`src/hdl/crcfc_pkg.sv`:
```
package crcfc_pkg;

    localparam logic [31:0] CRC_POLY      = 32'hEDB8_8320;
    localparam logic [31:0] CRC_INIT      = 32'hFFFF_FFFF;
    localparam logic [3:0]  MIN_FRAME_LEN = 4'd10;
    localparam logic [3:0]  MAGIC_LEN     = 4'd4;
    localparam logic [3:0]  VERSION_HI    = 4'd4;
    localparam logic [3:0]  VERSION_LO    = 4'd5;

    localparam logic [31:0] MAGIC_RESET   = 32'd1330794820;
    localparam logic [15:0] VERSION_RESET = 16'd1;

    localparam int unsigned PADDR_W = 3;

    typedef enum logic [0:0] {
        REG_MAGIC   = 1'b0,
        REG_VERSION = 1'b1
    } reg_idx_t;

    typedef enum logic [2:0] {
        ST_OK          = 3'd0,
        ST_TRUNCATED   = 3'd1,
        ST_BAD_MAGIC   = 3'd2,
        ST_BAD_CRC     = 3'd3,
        ST_BAD_VERSION = 3'd4
    } status_t;

    // one classified byte as it travels from front to back
    typedef struct packed {
        logic [7:0] data;
        logic       last;
        logic       feed_crc;
        logic       magic_bad;
        logic       ver_byte;
        logic       short_frame;
    } req_t;

    // reflected crc-32, one byte, bit at a time
    function automatic logic [31:0] crc_add_byte(input logic [31:0] crc_in,
                                                 input logic [7:0]  byte_in);
        logic [31:0] c;
        c = crc_in ^ {24'd0, byte_in};
        for (int k = 0; k < 8; k++)
        begin
            c = c[0] ? ((c >> 1) ^ CRC_POLY) : (c >> 1);
        end
        return c;
    endfunction

endpackage

```
`src/hdl/crcfc_back.sv`:
```
module crcfc_back (
    input  logic                clk,
    input  logic                rst_n,
    input  logic                q_not_empty,
    input  crcfc_pkg::req_t     q_req,
    output logic                q_pop,
    input  logic [15:0]         expected_version,
    output logic                out_valid,
    input  logic                out_ready,
    output logic [2:0]          frame_status,
    output logic [31:0]         computed_crc
);

    logic [31:0]        crc_reg;
    logic [31:0]        crc_next;
    logic [31:0]        trail_reg;
    logic [31:0]        trail_next;
    logic               magic_ok_reg;
    logic               magic_ok_next;
    logic [15:0]        ver_reg;
    logic [15:0]        ver_next;
    logic               out_valid_reg;
    logic               out_valid_next;
    crcfc_pkg::status_t status_reg;
    crcfc_pkg::status_t status_next;
    logic [31:0]        crc_out_reg;
    logic [31:0]        crc_out_next;

    logic [31:0]        crc_upd;
    logic [31:0]        trail_upd;
    logic               magic_upd;
    logic [15:0]        ver_upd;
    logic [31:0]        crc_final;

    // output register frees when empty or being taken
    assign q_pop = q_not_empty && (!out_valid_reg || out_ready);

    always_comb
    begin
        // oldest held byte leaves the delay line into the crc
        crc_upd   = q_req.feed_crc ? crcfc_pkg::crc_add_byte(crc_reg, trail_reg[31:24])
                                   : crc_reg;
        trail_upd = {trail_reg[23:0], q_req.data};
        magic_upd = magic_ok_reg && !q_req.magic_bad;
        ver_upd   = q_req.ver_byte ? {ver_reg[7:0], q_req.data} : ver_reg;
        crc_final = ~crc_upd;
    end

    always_comb
    begin
        crc_next       = crc_reg;
        trail_next     = trail_reg;
        magic_ok_next  = magic_ok_reg;
        ver_next       = ver_reg;
        out_valid_next = out_valid_reg && !out_ready;
        status_next    = status_reg;
        crc_out_next   = crc_out_reg;
        if (q_pop)
        begin
            if (q_req.last)
            begin
                crc_next       = crcfc_pkg::CRC_INIT;
                trail_next     = 32'd0;
                magic_ok_next  = 1'b1;
                ver_next       = 16'd0;
                out_valid_next = 1'b1;
                crc_out_next   = crc_final;
                if (q_req.short_frame)
                begin
                    status_next = crcfc_pkg::ST_TRUNCATED;
                end
                else if (!magic_upd)
                begin
                    status_next = crcfc_pkg::ST_BAD_MAGIC;
                end
                else if (trail_upd != crc_final)
                begin
                    status_next = crcfc_pkg::ST_BAD_CRC;
                end
                else if (ver_upd != expected_version)
                begin
                    status_next = crcfc_pkg::ST_BAD_VERSION;
                end
                else
                begin
                    status_next = crcfc_pkg::ST_OK;
                end
            end
            else
            begin
                crc_next      = crc_upd;
                trail_next    = trail_upd;
                magic_ok_next = magic_upd;
                ver_next      = ver_upd;
            end
        end
    end

    always_ff @(posedge clk or negedge rst_n)
    begin
        if (!rst_n)
        begin
            crc_reg       <= crcfc_pkg::CRC_INIT;
            trail_reg     <= 32'd0;
            magic_ok_reg  <= 1'b1;
            ver_reg       <= 16'd0;
            out_valid_reg <= 1'b0;
        end
        else
        begin
            crc_reg       <= crc_next;
            trail_reg     <= trail_next;
            magic_ok_reg  <= magic_ok_next;
            ver_reg       <= ver_next;
            out_valid_reg <= out_valid_next;
        end
    end

    always_ff @(posedge clk)
    begin
        status_reg  <= status_next;
        crc_out_reg <= crc_out_next;
    end

    assign out_valid    = out_valid_reg;
    assign frame_status = status_reg;
    assign computed_crc = crc_out_reg;

endmodule
```
`config.mk`:
```
export PLATFORM = sky130hd
export DESIGN_NAME = crcfc_back
export DESIGN_NICKNAME = d
export VERILOG_FILES = /design/src/hdl/crcfc_pkg.sv /design/src/hdl/crcfc_back.sv
export SDC_FILE = /design/constraint.sdc
export NUM_CORES = 1
export LEC_CHECK = 0
export CORE_UTILIZATION = 55
export CTS_CLUSTER_DIAMETER = 100
export DETAILED_ROUTE_END_ITERATION = 6
export DONT_BUFFER_PORTS = 1
export PLACE_DENSITY = 0.7
export SLEW_MARGIN = 20
export SYNTH_ARGS = -nofsm -noshare
export SYNTH_HDL_FRONTEND = slang
export SYNTH_SLANG_ARGS = --single-unit
```
`constraint.sdc`:
```
create_clock -name clk -period 3.39 [get_ports clk]
set_input_delay 0.1695 -clock clk [delete_from_list [all_inputs] [get_ports clk]]
set_output_delay 0.1695 -clock clk [all_outputs]
set_load 0.02 [all_outputs]
```
; After elaboration in Yosys (flattened, before gate mapping)
; Index checks and enable logic that the tools add are counted.
[word_totals]
word_cells = 49
out_inout_bits = 37
register_bits = 117
in_bits = 33
[classes]
n_mux = 19
bitwise = 11
n_reduce_logical = 9
eq_ne = 2
[op_table]
columns = op, count
row1 = $mux 32, 11
row2 = $not 13->14, 8
row3 = $mux 16, 2
row4 = $ne 32x32->1, 1
row5 = $not 32->32, 1
row6 = $xor 32x8->32, 1
row7 = $ne 16x16->1, 1
row8 = $mux 2, 2
row9 = $logic_and 1x1->1, 3
row10 = $logic_not 1->1, 3
row11 = $mux 1, 3
row12 = $mux 3, 1
row13 = $reduce_or 3->1, 1
row14 = $reduce_and 2->1, 1
row15 = $logic_or 1x1->1, 1
row16 = $not 1->1, 1

; Logic depth before layout (Yosys ltp)
; Gate-level depths: netlist of the first run.
[logic_depth]
ltp_word = 22
mapped_depth = 9

; Least setup slack after synthesis of the first run
; OpenSTA, ideal clock, no wires.
[synth_path]
path_type = reg2reg
from = reg crc_reg[7]
to = reg status_reg[1], in the netlist frame_status[1], data pin
required_ns = 3.113
path_stages_with_launch = 10
period_less_slack_ns = 2.717
setup_slack_ns = 0.673
n_path_buf = 1
setup_time_ns = 0.277
arrival_time_ns = 2.441
cell_sequence = dfstp_2 -> clkbuf_2 -> xnor2_2 -> xnor2_1 -> xnor3_1 -> mux2i_1 -> xor2_1 -> a21o_1 -> nor4_2 -> a41oi_1
[synth_via]
elab_chain_len = 15
[synth_rtl]
columns = item, line
row1 = start: declaration, crcfc_back.sv:14  ; logic [31:0] crc_reg;
row2 = start signal: assignment, crcfc_back.sv:103  ; crc_reg <= crcfc_pkg::CRC_INIT;
row3 = start signal: assignment, crcfc_back.sv:111  ; crc_reg <= crc_next;
row4 = $xor 32x8->32 *, crcfc_pkg.sv:42  ; c = crc_in ^ {24'd0, byte_in};
row5 = $mux 32 *, crcfc_pkg.sv:45  ; c = c[0] ? ((c >> 1) ^ CRC_POLY) : (c >> 1);
row6 = $not 13->14 (no source line), --
row7 = $mux 32 * (7 in a row), crcfc_pkg.sv:45
row8 = $mux 32 *, crcfc_back.sv:41  ; crc_upd = q_req.feed_crc ? crcfc_pkg::crc_add_byte(crc_reg, trail_reg[31:24])
row9 = $not 32->32 *, crcfc_back.sv:46  ; crc_final = ~crc_upd;
row10 = net crc_final[29], crcfc_back.sv:33  ; logic [31:0] crc_final;
row11 = $ne 32x32->1 *, crcfc_back.sv:76  ; else if (trail_upd != crc_final)
row12 = $mux 2 *, crcfc_back.sv:76
row13 = $mux 2 *, crcfc_back.sv:72  ; else if (!magic_upd)
row14 = end signal: assignment, crcfc_back.sv:121  ; status_reg <= status_next;
row15 = end: declaration, crcfc_back.sv:24  ; crcfc_pkg::status_t status_reg;
; The timed path passes the listed nets; every way through them passes the cells marked *.
; A chain may end at the register's enable or synchronous reset.

; Final worst setup path of the first run
[layout_path]
from = reg crc_reg[3]
to = reg status_reg[1], in the netlist frame_status[1], data pin
[layout_via]
word_cells_on_any_way = 18
[layout_rtl]
columns = item, line
row1 = $xor 32x8->32, crcfc_pkg.sv:42
row2 = $mux 32 (8 in a row), crcfc_pkg.sv:45
row3 = $mux 32, crcfc_back.sv:41
row4 = $not 32->32, crcfc_back.sv:46
row5 = net crc_final[1], crcfc_back.sv:33
row6 = $ne 32x32->1, crcfc_back.sv:76
row7 = $mux 2, crcfc_back.sv:76
row8 = $mux 2, crcfc_back.sv:72
; The timed path passes the listed nets, and every way through them passes these cells.

==> flow_summary.yaml, run 1 <==
sta:
  finalHoldViolations: 0
  drv_slew: 0
  tightest_slew_ns: 0.7712
  skew_ns: 0.01007
  hold_slack_ns: 0.008755
  setup-tns-final_ns: 0
  period_minus_slack_ns: 3.242
  relSlewSlack_pct: 48.59
  rsz0062_at_grt: "false"
  setup_viol: 0
  fmax_mhz: 308.4
  period_share_pct: 95.64
outcome:
  status: "completed"
worst_setup_path:
  rr_worst_depth: 8
  cpPeakStageDelay_ns: 0.62
  path_buf_inv: 0
  crit_type: "reg -> reg"
  cp_max_fo: 5
  cp_num_cells: 8
  critPathCaptureType: "flip-flop"
  cp.required_ns: 3.54
  cp_top_family: "XOR/XNOR gates"
  cp.arrival_ns: 3.39
  crit_chain: "xor2_2 -> xnor3_1 -> mux2i_1 -> xnor2_1 -> nand4_1 -> nand4b_1 -> nor4_2 -> a41oi_1"
  cpMaxStageDelayCell: "dfstp_2"
  start_kind: "flip-flop"
synth:
  ys_ff_latch: 117
  syn_avg_cell_area_um2: 10.87
  synth_cell_types: 54
  syn_area_um2: 6817
  synth_ff_type: "dfrtp_1"
  async_flop_share_pct: 70.09
  syn-num-nets: 660
  ys_seq_area_share_pct: 46.13
  yosysWarnings: 0
  synth_edf_count: 35
  postSynthCellCount: 627
hold_path:
  hold_depth: 3
  hp-class: "in -> reg"
global_route:
  overflow: 0
  antenna_found_initial: 0
  grt_first_pass_wirelength_mm: 29.19
  grt_use_total_pct: 31.71
  first_global_vias: 4890
  grt_max_degree: 83
floorplan:
  rows: 40
  start_util_pct: 56.51
  die-area_um2: 12840
  die_w_um: 113.3
  fp.dieH_um: 113.3
  io_pins: 70
  coreArea_um2: 12060
final_layout:
  diodes: 0
  nets: 673
  fill_cells: 967
  regArea_um2: 3144
  syn_to_final_growth_pct: 13.51
  multi_input_area_um2: 3483
  final_layout_size_suffix_gt1_share_pct: 15.16
run:
  timing.max_cap.violations: 0
clock_tree:
  post_cts_buffers: 0
  cts_tree: "built"
  clk_latency_ns: 0.43
  cts.sinks: 117
  cts_inserted_buffers: 17
  clockRootBuffer: "clkbuf_16"
  ctsHtreeMaxLevel: 4
  path_clk_slew_ns: 0.06
  cts_buffer_depth: 2
drt:
  drc: 0
  vias_per_cell: 5.996
  avgRoutedWirePerCell_um: 22.81
  wl_mm: 18.73
  firstDrtPassIters: 5
  first_iter_violations: 341
  antenna_left: 0
  vias: 4923
power:
  power_density_nw_per_um2: 1052
  irDropWorstVdd_uv: 511.1
  leakage_nw: 3.308
  p_total_mw: 8.140
placed_design:
  hpwlAfterDp_mm: 12.59
  place_congestion: 0.9521
  io_buffers: 0
==> cell usage after synthesis (all sizes together) (12+ instances only) <==
cell    number  area (µm²)
xnor3       20       450.4
xor2        32       302.8
nor2        41       153.9
nor2b       18       112.6
dfstp       33       867.1
o21ai       25       125.1
buf         12       55.05
nand3b      24       180.2
clkbuf      27       102.6
edfxtp      35        1051
a21oi       52       260.3
dfrtp       49        1226
inv         16       60.06
xnor2       63       675.7
nand2       74       277.8
mux2i       29       294.0
==> placed cells by master, fill, tap and decap left out, types with 5 or more instances in the layout <==
| master | n |
|---|---|
| a21oi_1 | 52 |
| xor2_1 | 29 |
| nand3_1 | 6 |
| nand3b_1 | 24 |
| buf_4 | 15 |
| inv_1 | 15 |
| nor2b_1 | 18 |
| xnor3_1 | 19 |
| xnor2_1 | 51 |
| nor2_1 | 40 |
| nand4_1 | 5 |
| a22oi_1 | 10 |
| xnor2_2 | 7 |
| mux2i_1 | 28 |
| dfstp_2 | 33 |
| clkbuf_1 | 7 |
| dfrtp_1 | 49 |
| a31oi_1 | 6 |
| nand2_1 | 73 |
| dlygate4sd3_1 | 16 |
| clkbuf_16 | 17 |
| xnor2_4 | 5 |
| edfxtp_1 | 35 |
| o31ai_1 | 8 |
| o21ai_0 | 25 |
==> through the flow <==
| step | instance area, µm² | util (%) | instances | worst slack [ns] |
|---|---|---|---|---|
| finish | 7737 | 64.15 | 821 | 0.1477 |
| global route | 7737 | 64.15 | 821 | 0.0005684 |
| floorplan | 6817 | - | 627 | 0.6728 |
| global placement | 6987 | 57.93 | 771 | 0.04540 |
| CTS | 7714 | 63.95 | 821 | 0.05833 |
| detailed placement | 6987 | 57.93 | 771 | 0.07674 |
==> repair_timing <==
item	4_1_cts	5_1_grt
gates resized for setup	0	3
setup endpoints to repair	0	3
hold endpoints to repair	140	0
hold buffers	18	0
==> cell families after synthesis <==
logic type | after synthesis | share of synthesized area (%)
AO/OA/AOI/OAI | 121 | 10.77
buffers and inverters | 55 | 3.194
AND/OR/NAND/NOR | 186 | 13.42
XOR/XNOR | 118 | 22.01
flip-flops | 117 | 46.13
multiplexers | 30 | 4.479
==> tightest hold or removal path: stages <==
cell and delay (ns):
nor2b_1 0.04, a21oi_1 0.10, o21ai_0 0.08
==> metal layers <==
layer	track usage, %	wire, µm	vias to the layer above
met4	11.75	493	0
met2	49.45	8879	201
met3	8.838	1394	44
li1	-	-	2221
met1	42.48	7959	2457
met5	0	0	-
==> cell type report <==
class / count / share of cell area (%)
Multi-Input combinational cell: 455 / 45.02
Sequential cell: 117 / 40.64
Timing Repair Buffer: 33 / 4.140
Tap cell: 168 / 2.717
Clock buffer: 27 / 6.371
Clock inverter: 5 / 0.3396
Inverter: 16 / 0.7762
==> path summary, 6_finish.rpt <==
path | from | endpoint | slack (ns)
setup / recovery | crc_reg[3] | frame_status[1] | 0.15
hold / removal | q_req[1] | ver_reg[0] | 0.009
setup reg to reg | crc_reg[3] | frame_status[1] | 0.15
hold reg to reg | magic_ok_reg | magic_ok_reg | 0.47
max in group asynchronous | rst_n | crc_reg[11] | 2.67
min in group asynchronous | rst_n | trail_reg[17] | 0.34
==> where the power goes <==
group | leakage, nW | switching, mW | internal, mW
Clock | 0.259 | 0.610 | 0.984
Sequential | 1.34 | 0.481 | 2.02
Combinational | 1.71 | 2.06 | 1.98
Power figures use the tool's default switching activity.
==> inputs of run 2 (changes only) <==
Settings changed: PLACE_DENSITY 0.7 to not set, PLACE_DENSITY_LB_ADDON set to 0.08.
Clock period 3.39 ns to 4.2 ns, I/O delays scaled along.
==> flow_summary.yaml, run 2 (synthesis gave the netlist of run 1 again) <==
worst_setup_path:
  cpPeakStageDelay_ns: 0.67
  cp.required_ns: 4.35
  timing.rr.end: "frame_status[1]"
  cpMaxStageDelayCell: "xnor2_2"
  cp_max_fo: 11
  reg2reg_from: "trail_reg[28]"
  rr_worst_depth: 7
  start_kind: "flip-flop"
  reg2reg_slack_ns: 0.73
  cp.arrival_ns: 3.62
  crit_type: "reg -> reg"
  critPathCaptureType: "flip-flop"
  crit_chain: "xnor2_2 -> xnor3_1 -> a221o_1 -> a2111oi_0 -> nand4_1 -> nor4_2 -> a41oi_1"
final_layout:
  layout_common_cells: "nand2_1 (73), a21oi_1 (52), xnor2_1 (51), dfrtp_1 (49), nor2_1 (40)"
  nets: 661
  regArea_um2: 3144
  final_util_pct: 63.94
  fill_cells: 987
  diodes: 0
  design_area_um2: 7712
  final_layout_size_suffix_gt1_share_pct: 14.66
  final_common_cell: "nand2_1"
  fin_cells: 809
  syn_to_final_growth_pct: 13.14
  multi_input_area_um2: 3460
clock_tree:
  clockRootBuffer: "clkbuf_16"
  ctsHtreeMaxLevel: 4
  path_clk_slew_ns: 0.05
  cts_inserted_buffers: 17
  clk_latency_ns: 0.43
  cts_tree: "built"
  ctsResizeCount: 0
  cts.sinks: 117
  cts_buffer_depth: 2
drt:
  wl_mm: 18.45
  avgRoutedWirePerCell_um: 22.80
  first_iter_violations: 344
  firstDrtPassIters: 5
  vias_per_cell: 5.902
  drc: 0
  antenna_left: 0
  vias: 4775
sta:
  setup-tns-final_ns: 0
  finalHoldViolations: 0
  tightest_slew_ns: 0.8186
  drv_slew: 0
  period_share_pct: 82.52
  fmax_mhz: 288.5
  setup_viol: 0
  relSlewSlack_pct: 45.16
  period_minus_slack_ns: 3.466
  skew_ns: 0.007521
  rsz0062_at_grt: "false"
hold_path:
  hp-class: "in -> reg"
  hold-path-endpoint: "crc_reg[2]"
  hold_depth: 2
  min-delay-start: "q_req[3]"
global_route:
  grt_use_total_pct: 30.99
  first_global_vias: 4794
  antenna_found_initial: 0
  overflow: 0
  grt_first_pass_wirelength_mm: 28.61
  grt_max_degree: 83
floorplan:
  io_pins: 70
  coreArea_um2: 12060
  fp.dieH_um: 113.3
  die-area_um2: 12840
  rows: 40
  start_util_pct: 56.51
  die_w_um: 113.3
placed_design:
  placed_cell_area_um2: 6912
  dp_cells: 761
  place_congestion: 0.9526
  io_buffers: 0
  hpwlAfterDp_mm: 12.65
power:
  power_density_nw_per_um2: 859.7
  irDropWorstVdd_uv: 347.4
  leakage_nw: 3.278
run:
  timing.max_cap.violations: 0
outcome:
  status: "completed"
[run 2: per-stage QoR]
stage / total power [mW] / worst slack, ns / hold slack (ns)
after global routing: 6.931 / 0.5983 / 0.01658
after CTS: 6.614 / 0.7747 / 0.001137
after floorplan: 4.335 / 1.483 / -0.08559
after global placement: 5.031 / 0.8542 / -0.08316
final: 6.631 / 0.7342 / 0.01310
after detailed placement: 5.046 / 0.7694 / -0.08250
[run 2: per-layer routing]
layer	up-vias	global-route usage (%)	share of wire, %
met5	-	0	0
met4	0	11.23	2.2
met3	29	7.552	6.4
met2	174	49.94	48
met1	2384	40.90	43
li1	2188	-	-
[run 2: where the power goes]
part           internal [mW]  total, mW  switching (mW)
clock                  0.985       1.51           0.524
sequential              1.63       2.02           0.393
combinational           1.47       3.10            1.62
[run 2: final cells by class]
| class | count | share of cell area [%] |
|---|---|---|
| clock buffer | 18 | 5.565 |
| inverter | 16 | 0.7787 |
| sequential | 117 | 40.77 |
| tap | 168 | 2.726 |
| timing repair buffer | 21 | 2.920 |
| clock inverter | 14 | 2.385 |
| multi-input combinational | 455 | 44.86 |
[run 2: worst max path at each step]
stage                        startpoint              end  slack [ns]  cells after the start
after floorplan              crc_reg[7]  frame_status[1]        1.48                      9
after detailed placement  trail_reg[28]  frame_status[1]        0.77                      7
after CTS                 trail_reg[28]  frame_status[1]        0.77                      7
after global routing      trail_reg[28]  frame_status[1]        0.60                      7
final                     trail_reg[28]  frame_status[1]        0.73                      7
after global placement    trail_reg[28]  frame_status[1]        0.85                      7
[run 2: critical path: cells and delay by family, from the launching register on]
family	cells	cell delay [ns]
flops	1	0.40
simple gates	2	0.72
xor+xnor	2	1.14
compound gates	3	0.93
[run 2: what timing repair did]
item | CTS | global route
setup buffers | 0 | 0
hold buffers | 16 | 0
endpoints found under the hold margin | 133 | 0
==> inputs of run 3 (changes only) <==
Clock period 4.2 ns to 3.3 ns, I/O delays scaled along.
==> flow_summary.yaml, run 3 (synthesis gave the netlist of run 1 again) <==
power:
  p_sw_share_pct: 38.14
  pwr-share-seq_pct: 29.3
  irDropWorstVdd_uv: 417.6
  leakage_nw: 3.357
  pwr-share-clk_pct: 22.0
  power_density_nw_per_um2: 1114
  p_switching_mw: 3.340
  p_total_mw: 8.758
  internal_power_mw: 5.418
  combPwrFrac_pct: 48.6
global_route:
  antenna_found_initial: 0
  grt_use_total_pct: 31.45
  first_global_vias: 4879
  overflow: 0
  grt_max_degree: 83
  grt_first_pass_wirelength_mm: 29.11
placed_design:
  io_buffers: 0
  pre_cts_ws_ns: 0.1179
  placed_cell_area_um2: 7017
  place_congestion: 0.9311
  hpwlAfterDp_mm: 12.89
final_layout:
  diodes: 0
  final_common_cell: "nand2_1"
  layout_common_cells: "nand2_1 (73), a21oi_1 (52), xnor2_1 (51), dfrtp_1 (49), nor2_1 (40)"
  syn_to_final_growth_pct: 15.29
  final_layout_size_suffix_gt1_share_pct: 16.01
  design_area_um2: 7859
  nets: 676
drt:
  firstDrtPassIters: 4
  avgRoutedWirePerCell_um: 22.80
  first_iter_violations: 316
  wl_mm: 18.79
  vias: 4893
  vias_per_cell: 5.938
  antenna_left: 0
  drc: 0
worst_setup_path:
  start_kind: "flip-flop"
  critPathCaptureType: "flip-flop"
  cp.arrival_ns: 3.34
  cp.required_ns: 3.45
  crit_type: "reg -> reg"
  cp_max_fo: 4
sta:
  relSlewSlack_pct: 47.53
  skew_ns: 0.01009
  setup-tns-final_ns: 0
  fmax_mhz: 313.6
  hold_slack_ns: 0.01254
  setup_viol: 0
  tightest_slew_ns: 0.7871
  rsz0062_at_grt: "false"
  period_minus_slack_ns: 3.189
  finalHoldViolations: 0
  period_share_pct: 96.64
  setup_ws_ns: 0.1107
  drv_slew: 0
hold_path:
  hp-class: "in -> reg"
floorplan:
  die-area_um2: 12840
  io_pins: 70
  fp.dieH_um: 113.3
  start_util_pct: 56.51
  die_w_um: 113.3
  coreArea_um2: 12060
  rows: 40
clock_tree:
  path_clk_slew_ns: 0.06
  cts_tree: "built"
  ctsHtreeMaxLevel: 4
  post_cts_buffers: 0
  cts_buffer_depth: 2
  clockRootBuffer: "clkbuf_16"
  cts.sinks: 117
  clk_latency_ns: 0.42
  cts_inserted_buffers: 17
outcome:
  status: "completed"
run:
  timing.max_cap.violations: 0
run 3: final cells by class:
class / instances / area [µm²]
clock inverter: 14 / 183.9
fill: 974 / 4203
multi-input combinational: 455 / 3491
inverter: 16 / 60.06
tap: 168 / 210.2
clock buffer: 18 / 429.2
timing repair buffer: 36 / 340.3
sequential: 117 / 3144
run 3: per-layer routing:
layer / share of wire (%) / track usage [%] / vias to the layer above / routed length, µm
li1: - / - / 2223 / -
met1: 45 / 42.84 / 2477 / 8462
met2: 47 / 49.20 / 165 / 8817
met3: 5.3 / 7.017 / 28 / 1001
met4: 2.7 / 12.28 / 0 / 503
met5: 0 / 0 / - / 0
run 3: per-stage QoR:
step | utilization (%) | cells
after floorplan | - | 627
after global placement | 58.17 | 775
after detailed placement | 58.17 | 775
after CTS | 64.90 | 824
after global routing | 65.16 | 824
final | 65.16 | 824
run 3: final timing paths:
check,from,endpoint,depth (start not counted),slack (ns)
min,q_req[1],ver_reg[12],3,0.01
min in group asynchronous,rst_n,trail_reg[25],2,0.31
max in group asynchronous,rst_n,crc_reg[25],2,2.60
max,crc_reg[18],frame_status[1],8,0.11
min reg2reg,magic_ok_reg,magic_ok_reg,2,0.46
max reg2reg,crc_reg[18],frame_status[1],8,0.11
run 3: worst max-delay path, stage by stage (launching register included):
cell	delay, ns
dfstp_2	0.60
xor2_1	0.15
o211ai_1	0.10
o41ai_1	0.54
o2111ai_1	0.21
a2111oi_0	0.40
nand4_1	0.29
nor4_4	0.44
a41oi_1	0.17
run 3: power by group through the flow:
stage	clock, mW	sequential, mW	combinational, mW
CTS	1.95	2.57	4.19
finish	1.93	2.57	4.26
global placement	0	2.59	4.07
floorplan	0	2.42	3.09
detailed placement	0	2.58	4.10
global route	2.00	2.61	4.55
run 3: repair_timing:
item                                   in CTS  in global routing
endpoints found under the hold margin     139                  0
gates resized for setup                     0                  3
hold buffers                               17                  0
setup endpoints to repair                   0                  1
